**src/rtl/core/fpws_pkg.sv**
```systemverilog
`default_nettype none
package fpws_pkg;

  localparam int ADDR_W = 24;
  localparam int CNT_W  = 14;
  localparam int LEN_W  = 11;
  localparam int STEP_W = 5;

  localparam logic [CNT_W-1:0] MAX_REQUEST = 14'd8192;
  localparam logic [LEN_W-1:0] MAX_PAGE    = 11'd1024;
  localparam logic [LEN_W-1:0] MIN_PAGE    = 11'd256;
  localparam logic [LEN_W-1:0] PAGE_RESET  = 11'd512;

  localparam logic [STEP_W-1:0] STEP_TOP = STEP_W'(ADDR_W - 1);

  localparam int QUEUE_DEPTH = 2;
  localparam int QPTR_W      = 1;
  localparam int QCNT_W      = 2;

  typedef enum logic [1:0] {
    FS_IDLE,
    FS_DIV,
    FS_PUSH
  } fpws_front_state_t;

  typedef struct packed {
    logic [ADDR_W-1:0] addr;
    logic [CNT_W-1:0]  count;
    logic [LEN_W-1:0]  first_len;
    logic [LEN_W-1:0]  ps;
    logic              err;
  } fpws_cmd_t;

  typedef struct packed {
    logic full;
    logic empty;
  } fpws_qstat_t;

endpackage
`default_nettype wire

```
**src/rtl/core/fpws_if.sv**
```systemverilog
`default_nettype none
interface fpws_req_if;
  logic                      valid;
  logic                      ready;
  logic [fpws_pkg::ADDR_W-1:0] start_address;
  logic [fpws_pkg::CNT_W-1:0]  byte_count;

  modport source(output valid, output start_address, output byte_count, input ready);
  modport sink(input valid, input start_address, input byte_count, output ready);
endinterface

interface fpws_chunk_if;
  logic                      valid;
  logic                      ready;
  logic [fpws_pkg::ADDR_W-1:0] chunk_address;
  logic [fpws_pkg::LEN_W-1:0]  chunk_length;
  logic                      last_chunk;
  logic                      error;

  modport source(output valid, output chunk_address, output chunk_length,
                 output last_chunk, output error, input ready);
  modport sink(input valid, input chunk_address, input chunk_length,
               input last_chunk, input error, output ready);
endinterface
`default_nettype wire

```
**src/rtl/core/fpws_front.sv**
```systemverilog
`default_nettype none
module fpws_front (
  input  wire logic                      clk,
  input  wire logic                      rst,
  fpws_req_if.sink                       req,
  input  wire logic [fpws_pkg::LEN_W-1:0] page_size,
  input  wire fpws_pkg::fpws_qstat_t     qstat,
  output fpws_pkg::fpws_cmd_t            cmd,
  output logic                           push
);

  fpws_pkg::fpws_front_state_t state, state_next;

  logic [fpws_pkg::ADDR_W-1:0] addr;
  logic [fpws_pkg::CNT_W-1:0]  count;
  logic [fpws_pkg::LEN_W-1:0]  ps;
  logic [fpws_pkg::LEN_W-1:0]  rem;
  logic [fpws_pkg::STEP_W-1:0] step;
  logic                        err;
  logic                        special;

  logic [fpws_pkg::LEN_W-1:0]  ps_eff;
  logic [fpws_pkg::LEN_W:0]    shifted;
  logic [fpws_pkg::LEN_W-1:0]  rem_next;
  logic [fpws_pkg::LEN_W-1:0]  to_page_end;
  logic                        accept;

  always_comb begin
    ps_eff = page_size;
    if (page_size < fpws_pkg::MIN_PAGE) ps_eff = fpws_pkg::MIN_PAGE;
    if (page_size > fpws_pkg::MAX_PAGE) ps_eff = fpws_pkg::MAX_PAGE;
  end

  assign accept  = req.valid && req.ready;
  assign shifted = {rem, addr[step]};

  always_comb begin
    if (shifted >= {1'b0, ps}) begin
      rem_next = fpws_pkg::LEN_W'(shifted - {1'b0, ps});
    end else begin
      rem_next = shifted[fpws_pkg::LEN_W-1:0];
    end
  end

  assign to_page_end = ps - rem;

  always_comb begin
    cmd.addr  = addr;
    cmd.count = count;
    cmd.ps    = ps;
    cmd.err   = err;
    if (special) begin
      cmd.first_len = '0;
    end else if (count < {3'b000, to_page_end}) begin
      cmd.first_len = count[fpws_pkg::LEN_W-1:0];
    end else begin
      cmd.first_len = to_page_end;
    end
  end

  always_comb begin
    state_next = state;
    req.ready  = 1'b0;
    push       = 1'b0;
    unique case (state)
      fpws_pkg::FS_IDLE: begin
        req.ready = 1'b1;
        if (req.valid) begin
          if (req.byte_count > fpws_pkg::MAX_REQUEST || req.byte_count == '0) begin
            state_next = fpws_pkg::FS_PUSH;
          end else begin
            state_next = fpws_pkg::FS_DIV;
          end
        end
      end
      fpws_pkg::FS_DIV: begin
        if (step == '0) state_next = fpws_pkg::FS_PUSH;
      end
      fpws_pkg::FS_PUSH: begin
        push = !qstat.full;
        if (!qstat.full) state_next = fpws_pkg::FS_IDLE;
      end
      default: state_next = fpws_pkg::FS_IDLE;
    endcase
  end

  always_ff @(posedge clk) begin
    if (rst) begin
      state <= fpws_pkg::FS_IDLE;
    end else begin
      state <= state_next;
    end
  end

  always_ff @(posedge clk) begin
    if (accept) begin
      addr    <= req.start_address;
      count   <= req.byte_count;
      ps      <= ps_eff;
      rem     <= '0;
      step    <= fpws_pkg::STEP_TOP;
      err     <= req.byte_count > fpws_pkg::MAX_REQUEST;
      special <= req.byte_count > fpws_pkg::MAX_REQUEST || req.byte_count == '0;
    end else if (state == fpws_pkg::FS_DIV) begin
      rem  <= rem_next;
      step <= step - 1'b1;
    end
  end

endmodule
`default_nettype wire

```
**src/rtl/core/fpws_queue.sv**
```systemverilog
`default_nettype none
module fpws_queue (
  input  wire logic                  clk,
  input  wire logic                  rst,
  input  wire logic                  push,
  input  wire fpws_pkg::fpws_cmd_t   wr_cmd,
  input  wire logic                  pop,
  output fpws_pkg::fpws_cmd_t        rd_cmd,
  output fpws_pkg::fpws_qstat_t      qstat
);

  fpws_pkg::fpws_cmd_t mem [fpws_pkg::QUEUE_DEPTH];

  logic [fpws_pkg::QPTR_W-1:0] wr_ptr;
  logic [fpws_pkg::QPTR_W-1:0] rd_ptr;
  logic [fpws_pkg::QCNT_W-1:0] fill;

  assign qstat.full  = fill == fpws_pkg::QCNT_W'(fpws_pkg::QUEUE_DEPTH);
  assign qstat.empty = fill == '0;
  assign rd_cmd      = mem[rd_ptr];

  always_ff @(posedge clk) begin
    if (rst) begin
      wr_ptr <= '0;
      rd_ptr <= '0;
      fill   <= '0;
    end else begin
      if (push) wr_ptr <= wr_ptr + 1'b1;
      if (pop)  rd_ptr <= rd_ptr + 1'b1;
      if (push && !pop) fill <= fill + 1'b1;
      else if (pop && !push) fill <= fill - 1'b1;
    end
  end

  always_ff @(posedge clk) begin
    if (push) mem[wr_ptr] <= wr_cmd;
  end

endmodule
`default_nettype wire

```
**src/rtl/core/fpws_back.sv**
```systemverilog
`default_nettype none
module fpws_back (
  input  wire logic                  clk,
  input  wire logic                  rst,
  input  wire fpws_pkg::fpws_cmd_t   cmd,
  input  wire fpws_pkg::fpws_qstat_t qstat,
  output logic                       pop,
  fpws_chunk_if.source               chunk
);

  logic                        out_valid;
  logic [fpws_pkg::ADDR_W-1:0] out_addr;
  logic [fpws_pkg::LEN_W-1:0]  out_len;
  logic                        out_last;
  logic                        out_err;
  logic [fpws_pkg::CNT_W-1:0]  rem_bytes;
  logic [fpws_pkg::ADDR_W-1:0] nxt_addr;
  logic [fpws_pkg::LEN_W-1:0]  ps;

  logic                        taken;
  logic                        adv;
  logic [fpws_pkg::LEN_W-1:0]  len_next;
  logic                        rem_small;

  assign chunk.valid         = out_valid;
  assign chunk.chunk_address = out_addr;
  assign chunk.chunk_length  = out_len;
  assign chunk.last_chunk    = out_last;
  assign chunk.error         = out_err;

  assign taken     = out_valid && chunk.ready;
  assign pop       = !qstat.empty && (!out_valid || (taken && out_last));
  assign adv       = taken && !out_last;
  assign rem_small = rem_bytes <= {3'b000, ps};
  assign len_next  = rem_small ? rem_bytes[fpws_pkg::LEN_W-1:0] : ps;

  always_ff @(posedge clk) begin
    if (rst) begin
      out_valid <= 1'b0;
    end else if (pop) begin
      out_valid <= 1'b1;
    end else if (taken && out_last) begin
      out_valid <= 1'b0;
    end
  end

  always_ff @(posedge clk) begin
    if (pop) begin
      out_addr  <= cmd.addr;
      out_len   <= cmd.first_len;
      out_last  <= cmd.err || cmd.count == {3'b000, cmd.first_len};
      out_err   <= cmd.err;
      rem_bytes <= cmd.count - {3'b000, cmd.first_len};
      nxt_addr  <= cmd.addr + {13'd0, cmd.first_len};
      ps        <= cmd.ps;
    end else if (adv) begin
      out_addr  <= nxt_addr;
      out_len   <= len_next;
      out_last  <= rem_small;
      rem_bytes <= rem_bytes - {3'b000, len_next};
      nxt_addr  <= nxt_addr + {13'd0, len_next};
    end
  end

  a_err_single : assert property (@(posedge clk) disable iff (rst)
    out_valid && out_err |-> out_last && out_len == '0)
    else $error("error word not a single empty last word");

  a_len_page : assert property (@(posedge clk) disable iff (rst)
    out_valid |-> out_len <= ps)
    else $error("chunk longer than page");

  a_more_left : assert property (@(posedge clk) disable iff (rst)
    out_valid && !out_last |-> rem_bytes != '0)
    else $error("non-last chunk with nothing left");

  a_addr_chain : assert property (@(posedge clk) disable iff (rst)
    taken && !out_last |=> out_valid &&
      out_addr == $past(out_addr) + {13'd0, $past(out_len)})
    else $error("chunk address does not follow previous chunk");

endmodule
`default_nettype wire

```
**src/rtl/core/flash_page_write_splitter_unit.sv**
```systemverilog
`default_nettype none
// channel  dir  fields                                                   handshake
// req      in   start_address[23:0] byte_count[13:0]                     valid/ready
// chunk    out  chunk_address[23:0] chunk_length[10:0] last_chunk error  valid/ready
// cfg      in   cfg_wdata[10:0] (page_size)                              cfg_we
//
// Front: accept, then page-offset remainder (one address bit per cycle, bit 23
// down to bit 0), then queue push; empty and oversized requests skip the remainder.
// Back: one chunk word per cycle while chunk.ready is high and, between requests, the queue is not empty.
// The front takes no new request until the last is pushed; the back may still be emitting earlier chunks.
// Reset clears the FSM, queue and output valid; page_size returns to 512.
// A stalled chunk channel fills the two-entry queue, then holds req.ready low.
module flash_page_write_splitter_unit (
  input  wire logic                       clk,
  input  wire logic                       rst,
  fpws_req_if.sink                        req,
  fpws_chunk_if.source                    chunk,
  input  wire logic                       cfg_we,
  input  wire logic [fpws_pkg::LEN_W-1:0] cfg_wdata
);

  logic [fpws_pkg::LEN_W-1:0] page_size;

  fpws_pkg::fpws_cmd_t   wr_cmd;
  fpws_pkg::fpws_cmd_t   rd_cmd;
  fpws_pkg::fpws_qstat_t qstat;
  logic                  push;
  logic                  pop;

  always_ff @(posedge clk) begin
    if (rst) begin
      page_size <= fpws_pkg::PAGE_RESET;
    end else if (cfg_we) begin
      page_size <= cfg_wdata;
    end
  end

  fpws_front u_front (
    .clk       (clk),
    .rst       (rst),
    .req       (req),
    .page_size (page_size),
    .qstat     (qstat),
    .cmd       (wr_cmd),
    .push      (push)
  );

  fpws_queue u_queue (
    .clk    (clk),
    .rst    (rst),
    .push   (push),
    .wr_cmd (wr_cmd),
    .pop    (pop),
    .rd_cmd (rd_cmd),
    .qstat  (qstat)
  );

  fpws_back u_back (
    .clk   (clk),
    .rst   (rst),
    .cmd   (rd_cmd),
    .qstat (qstat),
    .pop   (pop),
    .chunk (chunk)
  );

endmodule
`default_nettype wire
```
**src/flat_wrapper.sv**
```systemverilog
// flat-port wrapper written by rule: the top's interface ports become plain ports
module flash_page_write_splitter_unit_flat 
  (clk, rst, cfg_we, cfg_wdata, req_valid, req_start_address, req_byte_count, req_ready, chunk_valid, chunk_chunk_address, chunk_chunk_length, chunk_last_chunk, chunk_error, chunk_ready);
  fpws_req_if req_i ();
  fpws_chunk_if chunk_i ();
  input  wire logic clk;
  input  wire logic rst;
  input  wire logic cfg_we;
  input  wire logic [fpws_pkg::LEN_W-1:0] cfg_wdata;
  input wire logic [$bits(req_i.valid)-1:0] req_valid;
  input wire logic [$bits(req_i.start_address)-1:0] req_start_address;
  input wire logic [$bits(req_i.byte_count)-1:0] req_byte_count;
  output wire logic [$bits(req_i.ready)-1:0] req_ready;
  output wire logic [$bits(chunk_i.valid)-1:0] chunk_valid;
  output wire logic [$bits(chunk_i.chunk_address)-1:0] chunk_chunk_address;
  output wire logic [$bits(chunk_i.chunk_length)-1:0] chunk_chunk_length;
  output wire logic [$bits(chunk_i.last_chunk)-1:0] chunk_last_chunk;
  output wire logic [$bits(chunk_i.error)-1:0] chunk_error;
  input wire logic [$bits(chunk_i.ready)-1:0] chunk_ready;
  assign req_i.valid = req_valid;
  assign req_i.start_address = req_start_address;
  assign req_i.byte_count = req_byte_count;
  assign req_ready = req_i.ready;
  assign chunk_valid = chunk_i.valid;
  assign chunk_chunk_address = chunk_i.chunk_address;
  assign chunk_chunk_length = chunk_i.chunk_length;
  assign chunk_last_chunk = chunk_i.last_chunk;
  assign chunk_error = chunk_i.error;
  assign chunk_i.ready = chunk_ready;
  flash_page_write_splitter_unit u_core (.clk(clk), .rst(rst), .req(req_i), .chunk(chunk_i), .cfg_we(cfg_we), .cfg_wdata(cfg_wdata));
endmodule
```
**config.mk**
```make
export PLATFORM = sky130hd
export DESIGN_NAME = flash_page_write_splitter_unit_flat
export DESIGN_NICKNAME = d
export VERILOG_FILES = /design/src/rtl/core/fpws_pkg.sv /design/src/rtl/core/fpws_if.sv /design/src/rtl/core/fpws_front.sv /design/src/rtl/core/fpws_queue.sv /design/src/rtl/core/fpws_back.sv /design/src/rtl/core/flash_page_write_splitter_unit.sv /design/src/flat_wrapper.sv
export SDC_FILE = /design/constraint.sdc
export NUM_CORES = 1
export LEC_CHECK = 0
export BUFFER_PORTS_ARGS = -buffer_cell sky130_fd_sc_hd__buf_2
export CORE_ASPECT_RATIO = 0.9
export CORE_MARGIN = 2
export CORE_UTILIZATION = 57
export CTS_CLUSTER_DIAMETER = 200
export DETAILED_ROUTE_END_ITERATION = 7
export GPL_TIMING_DRIVEN = 1
export PLACE_DENSITY = 0.71
export SYNTH_ARGS = -nofsm -noshare
export SYNTH_HDL_FRONTEND = slang
export SYNTH_SLANG_ARGS = --single-unit
export TNS_END_PERCENT = 50
```
**constraint.sdc**
```tcl
create_clock -name clk -period 8 [get_ports clk]
set_input_delay 0.8 -clock clk [delete_from_list [all_inputs] [get_ports clk]]
set_output_delay 0.8 -clock clk [all_outputs]
set_load 0.1 [all_outputs]
```
==> summary.md <==
| Metric | Value |
|---|---|
| Outcome | finished, final reports clean |
| Source of the critical timing path | u_core.u_back.rem_bytes[8] |
| Tmin final | 5.732 ns |
| Cell variety after synth | 71 |
| Critical R2R Capture | u_core.u_back.nxt_addr[20] |
| Cts bufs inserted | 30 |
| Layout Utilization | 64.61% |
| Mean area per synthesized cell | 11.92 um2 |
| Area occupied by multi-input gates | 6660 um2 |
| Crit path arrival time | 6.00 ns |
| Number of cells upsized or downsized after cts | 0 |
| CP endpoint kind | flip-flop |
| FF+latch count, synth | 294 |
| Synth Area in Compound Gates | 11.13% |
| Cells along the critical path | ha_1 > a41o_1 > a2111oi_0 > a22o_1 > mux2i_1 > inv_1 > fa_1 > a211oi_1 > o211ai_1 > a311oi_1 > nor4b_1 > nand2_1 > o221ai_1 |
| Final Skew | 0.01104 ns |
| Cell count of the worst reg-to-reg path | 13 |
| Final setup vio count | 0 |
| Deepest clock path buffer count | 3 |
| Routed length per instance | 19.28 um |
| Hold_buf cts | 0 |
| Net count of the finished layout | 1547 |
| Hold Vio Cnt, Final | 0 |
| Row count | 57 |
| Max Cap Viol | 0 |
| Gate count of the mapped netlist | 1305 |
| Post-CTS clock slew at the launch and capture registers of the worst setup and hold paths | 0.06 ns |
| Max Fanout on Critical Path | 12 |
| Area grow syn2layout | 11.69% |
| Post-CTS setup repair buffer count | 0 |
| Count of nets left with antenna violations after detail routing | 0 |
| Pre-antenna DRT Iters | 7 |
| Number of remaining DRC errors | 0 |
| Filler Cell Count | 2061 |
| Wire length of the first global-routing pass | 54.12 mm |
| Number of primary I/O pins | 93 |
| Primary flip-flop cell chosen by synthesis mapping | edfxtp_1 |
| Unrepaired setup endpoints after global routing | no |
| Cell area after technology mapping | 15550 um2 |
| Sum of net half-perimeters after detailed placement | 24.69 mm |
| Pin count of the biggest net entering global routing | 100 |
| Class of the tightest hold or removal check | input pin to flip-flop |
| Initial core utilization | 57.84% |
| Total count of max-transition violations in the final report | 0 |
| Slew HR | 22.36% |
| Adder-cell area share of the yosys netlist | 7.852% |
| Die footprint | 28620 um2 |
| Sum of negative setup slack | 0 ns |
| CTS root buffer | clkbuf_16 |
| Worst Setup EP | u_core.u_back.nxt_addr[20] |
| Via density per instance | 5.872 |
| Register Area | 8479 um2 |
| Pwr per Cell Area | 434.3 nW/um2 |
| Syn Nets | 1453 |
| Sort of element at the start of the critical path | flip-flop |
| Die width | 178.1 um |
| VDD IR max | 0.2185 mV |
| Final clock period utilization by the worst path | 71.65% |
| Number of synthesized flops with an enable pin | 259 |
| CP Data Required Time | 8.27 ns |
| XOR/XNOR share of the synthesized area | 4.055% |
| Slowest cell on the critical path | a311oi_1 |
| Overall fraction of global-route tracks in use | 24.48% |
| Asr flop ratio synth | 0% |
| Critical path's largest stage delay | 1.01 ns |
| Proportion of layout cells with a drive suffix above 1 | 15.40% |
| Fraction of the mapped netlist area in simple logic gates | 10.82% |
| Vert. Die Dim | 160.7 um |
| Setup slack of the most critical reg-to-reg path | 2.27 ns |
| Initial antenna violation count | 2 |
| Leakage power | 0.006730 uW |
| Vias after detailed routing | 10435 |
| Critical register-to-register path startpoint | u_core.u_back.rem_bytes[8] |
| Clock sinks | 294 |
| Starting DRT DRC Count | 1184 |
| Worst slack on hold paths | 0.4016 ns |
| Core box area | 26890 um2 |
| Total gr overflow | 0 |
| Clock tree from TritonCTS | done |
| Transition time at the pin with the least slew margin | 1.157 ns |
| Main combinational cell family by area after synthesis | compound AO/OA/AOI/OAI gates |
| Fraction of synthesized area in multiplexers | 8.761% |
| Number of global-route vias before repair | 9740 |
| Worst Setup Path Type | flip-flop to flip-flop |
| RePlAce Congestion | 0.8947 |
| Sum of routed wire length over all layers | 34.27 mm |
| Clk_lat worst skew | 0.57 ns |
| Seq/Total Area, Yosys | 54.51% |
| Total number of H-tree levels | 1 |
| Number of buffers inserted by port buffering | 92 |
| Total number of yosys warnings | 0 |
| Fmax | 174.5 MHz |
## cells in the mapped netlist, types with 4 or more instances
library cell / count / area (um2)
a21o_1: 19 / 142.6
a31oi_1: 15 / 93.84
o22ai_1: 7 / 43.79
nor2_1: 82 / 307.8
nor3b_1: 7 / 52.55
buf_1: 9 / 33.78
or2_2: 4 / 25.02
mux2i_1: 66 / 660.6
o21ai_1: 4 / 20.02
o211ai_1: 15 / 112.6
a211oi_1: 8 / 60.06
nand3_1: 31 / 155.2
ha_1: 88 / 1101
dfxtp_1: 35 / 700.7
nand3b_1: 5 / 37.54
o21ai_0: 60 / 300.3
o31a_1: 7 / 61.31
edfxtp_1: 259 / 7777
xnor2_1: 40 / 350.3
nand4_1: 11 / 68.82
o21a_1: 16 / 120.1
xor2_1: 32 / 280.3
nor2b_1: 12 / 75.07
and2_1: 16 / 100.1
fa_1: 6 / 120.1
or4_1: 4 / 30.03
o21bai_1: 7 / 52.55
inv_1: 74 / 277.8
clkbuf_1: 21 / 78.83
or3_1: 7 / 43.79
nor4_1: 7 / 43.79
nor3_1: 23 / 115.1
and3_1: 8 / 50.05
mux2_2: 47 / 529.3
a21oi_1: 73 / 365.4
nand2_1: 92 / 345.3
buf_2: 8 / 40.04
a211o_1: 8 / 70.07
a221oi_1: 5 / 43.79
nand2b_1: 15 / 93.84
mux4_2: 7 / 157.7
## stage by stage
| step | setup slack [ns] | cells | instance area, um2 | total power (uW) |
|---|---|---|---|---|
| 2_1_floorplan | 1.126 | 1305 | 15550 | 5370 |
| 3_3_place_gp | 2.813 | 1721 | 16390 | 6078 |
| 3_5_place_dp | 2.498 | 1721 | 16390 | 6138 |
| 4_1_cts | 2.448 | 1776 | 17370 | 7537 |
| 5_1_grt | 2.000 | 1776 | 17370 | 7990 |
| 6_report | 2.268 | 1777 | 17370 | 7543 |
## flip-flops by register name, summed over array words and instances, names as in the netlist, 2 cells and up, named ones only
register,flops
u_core.u_front.count,14
u_core.u_back.chunk.chunk_address,24
u_core.u_back.nxt_addr,24
u_core.u_back.ps,11
u_core.page_size,11
u_core.u_queue.mem,122
u_core.u_front.rem,11
u_core.u_front.step,5
u_core.u_front.state,2
u_core.u_front.addr,24
u_core.u_back.rem_bytes,14
u_core.u_queue.fill,2
u_core.u_front.ps,11
u_core.u_back.chunk.chunk_length,11
## area by class of cell
cell class	instances	share of cell area, %
inverters	75	1.621
diodes	1	0.01441
repair buffers	101	3.040
flip-flops and latches	294	48.82
multi-input cells	897	38.34
well taps	354	2.550
clock buffers	33	4.387
clock inverters	22	1.232
## how the worst min path moves through the flow
| stage | from | end | slack, ns | cells past startpoint |
|---|---|---|---|---|
| floorplan | u_core.u_front.err | u_core.u_queue.mem[0][0] | 0.42 | 0 |
| global placement | u_core.u_front.err | u_core.u_queue.mem[0][0] | 0.43 | 0 |
| detailed placement | u_core.u_front.err | u_core.u_queue.mem[1][0] | 0.43 | 0 |
| CTS | req_start_address[11] | u_core.u_front.addr[11] | 0.37 | 1 |
| global route | req_start_address[19] | u_core.u_front.addr[19] | 0.38 | 1 |
| finish | req_start_address[13] | u_core.u_front.addr[13] | 0.40 | 1 |
## metal layers
metal	GRT usage, %	vias up	part of all wire [%]	routed length [um]
li1	-	5078	-	-
met1	37.85	4964	47	16200
met4	7.489	0	2.9	1009
met5	0	-	0	0
met2	35.89	343	43	14740
met3	3.409	50	6.8	2326
## report_power, final
part | internal [uW] | switching [uW] | total, uW
Clock | 786 | 589 | 1370
Combinational | 1220 | 2500 | 3720
Sequential | 2230 | 224 | 2450
Total | 4230 | 3320 | 7540
## placed cells by master (no fill, tap or decap), types with 7 or more instances in the layout
cell	n
o21a_1	16
o21bai_1	7
nand3_1	31
or3_1	7
xor2_1	32
ha_1	88
a21oi_1	73
o22ai_1	7
mux2_2	47
nor4_1	7
o21ai_0	59
dfxtp_1	34
clkinv_1	8
edfxtp_1	259
mux2i_1	66
nor2_1	82
and3_1	8
buf_2	92
a21o_1	19
xnor2_1	40
a211o_1	8
nor2b_1	11
mux4_2	7
clkbuf_16	30
a31oi_1	15
a211oi_1	8
nor3b_1	7
nand2_1	92
o211ai_1	15
and2_1	15
o31a_1	7
inv_1	73
nand2b_1	15
nand4_1	11
buf_4	9
nor3_1	23
## cells by family (layout without fill, tap and decap cells)
group / count (synthesis) / count (layout)
AND/OR/NAND/NOR: 339 / 339
flip-flops: 294 / 294
AO/OA/AOI/OAI: 271 / 271
multiplexers: 121 / 121
buffers and inverters: 114 / 231
adder cells (fa/ha/maj): 94 / 94
XOR/XNOR: 72 / 72
other: 0 / 1
## critical path: cells and delay by family (launching register included)
| kind | cells | cell delay [ns] |
|---|---|---|
| AOI/OAI and AO/OA | 7 | 3.21 |
| adders and majority gates | 2 | 0.84 |
| buffers and inverters | 1 | 0.15 |
| DFF | 1 | 0.42 |
| muxes | 1 | 0.48 |
| and+or+nand+nor | 2 | 0.32 |
Power figures use the tool's default switching activity.
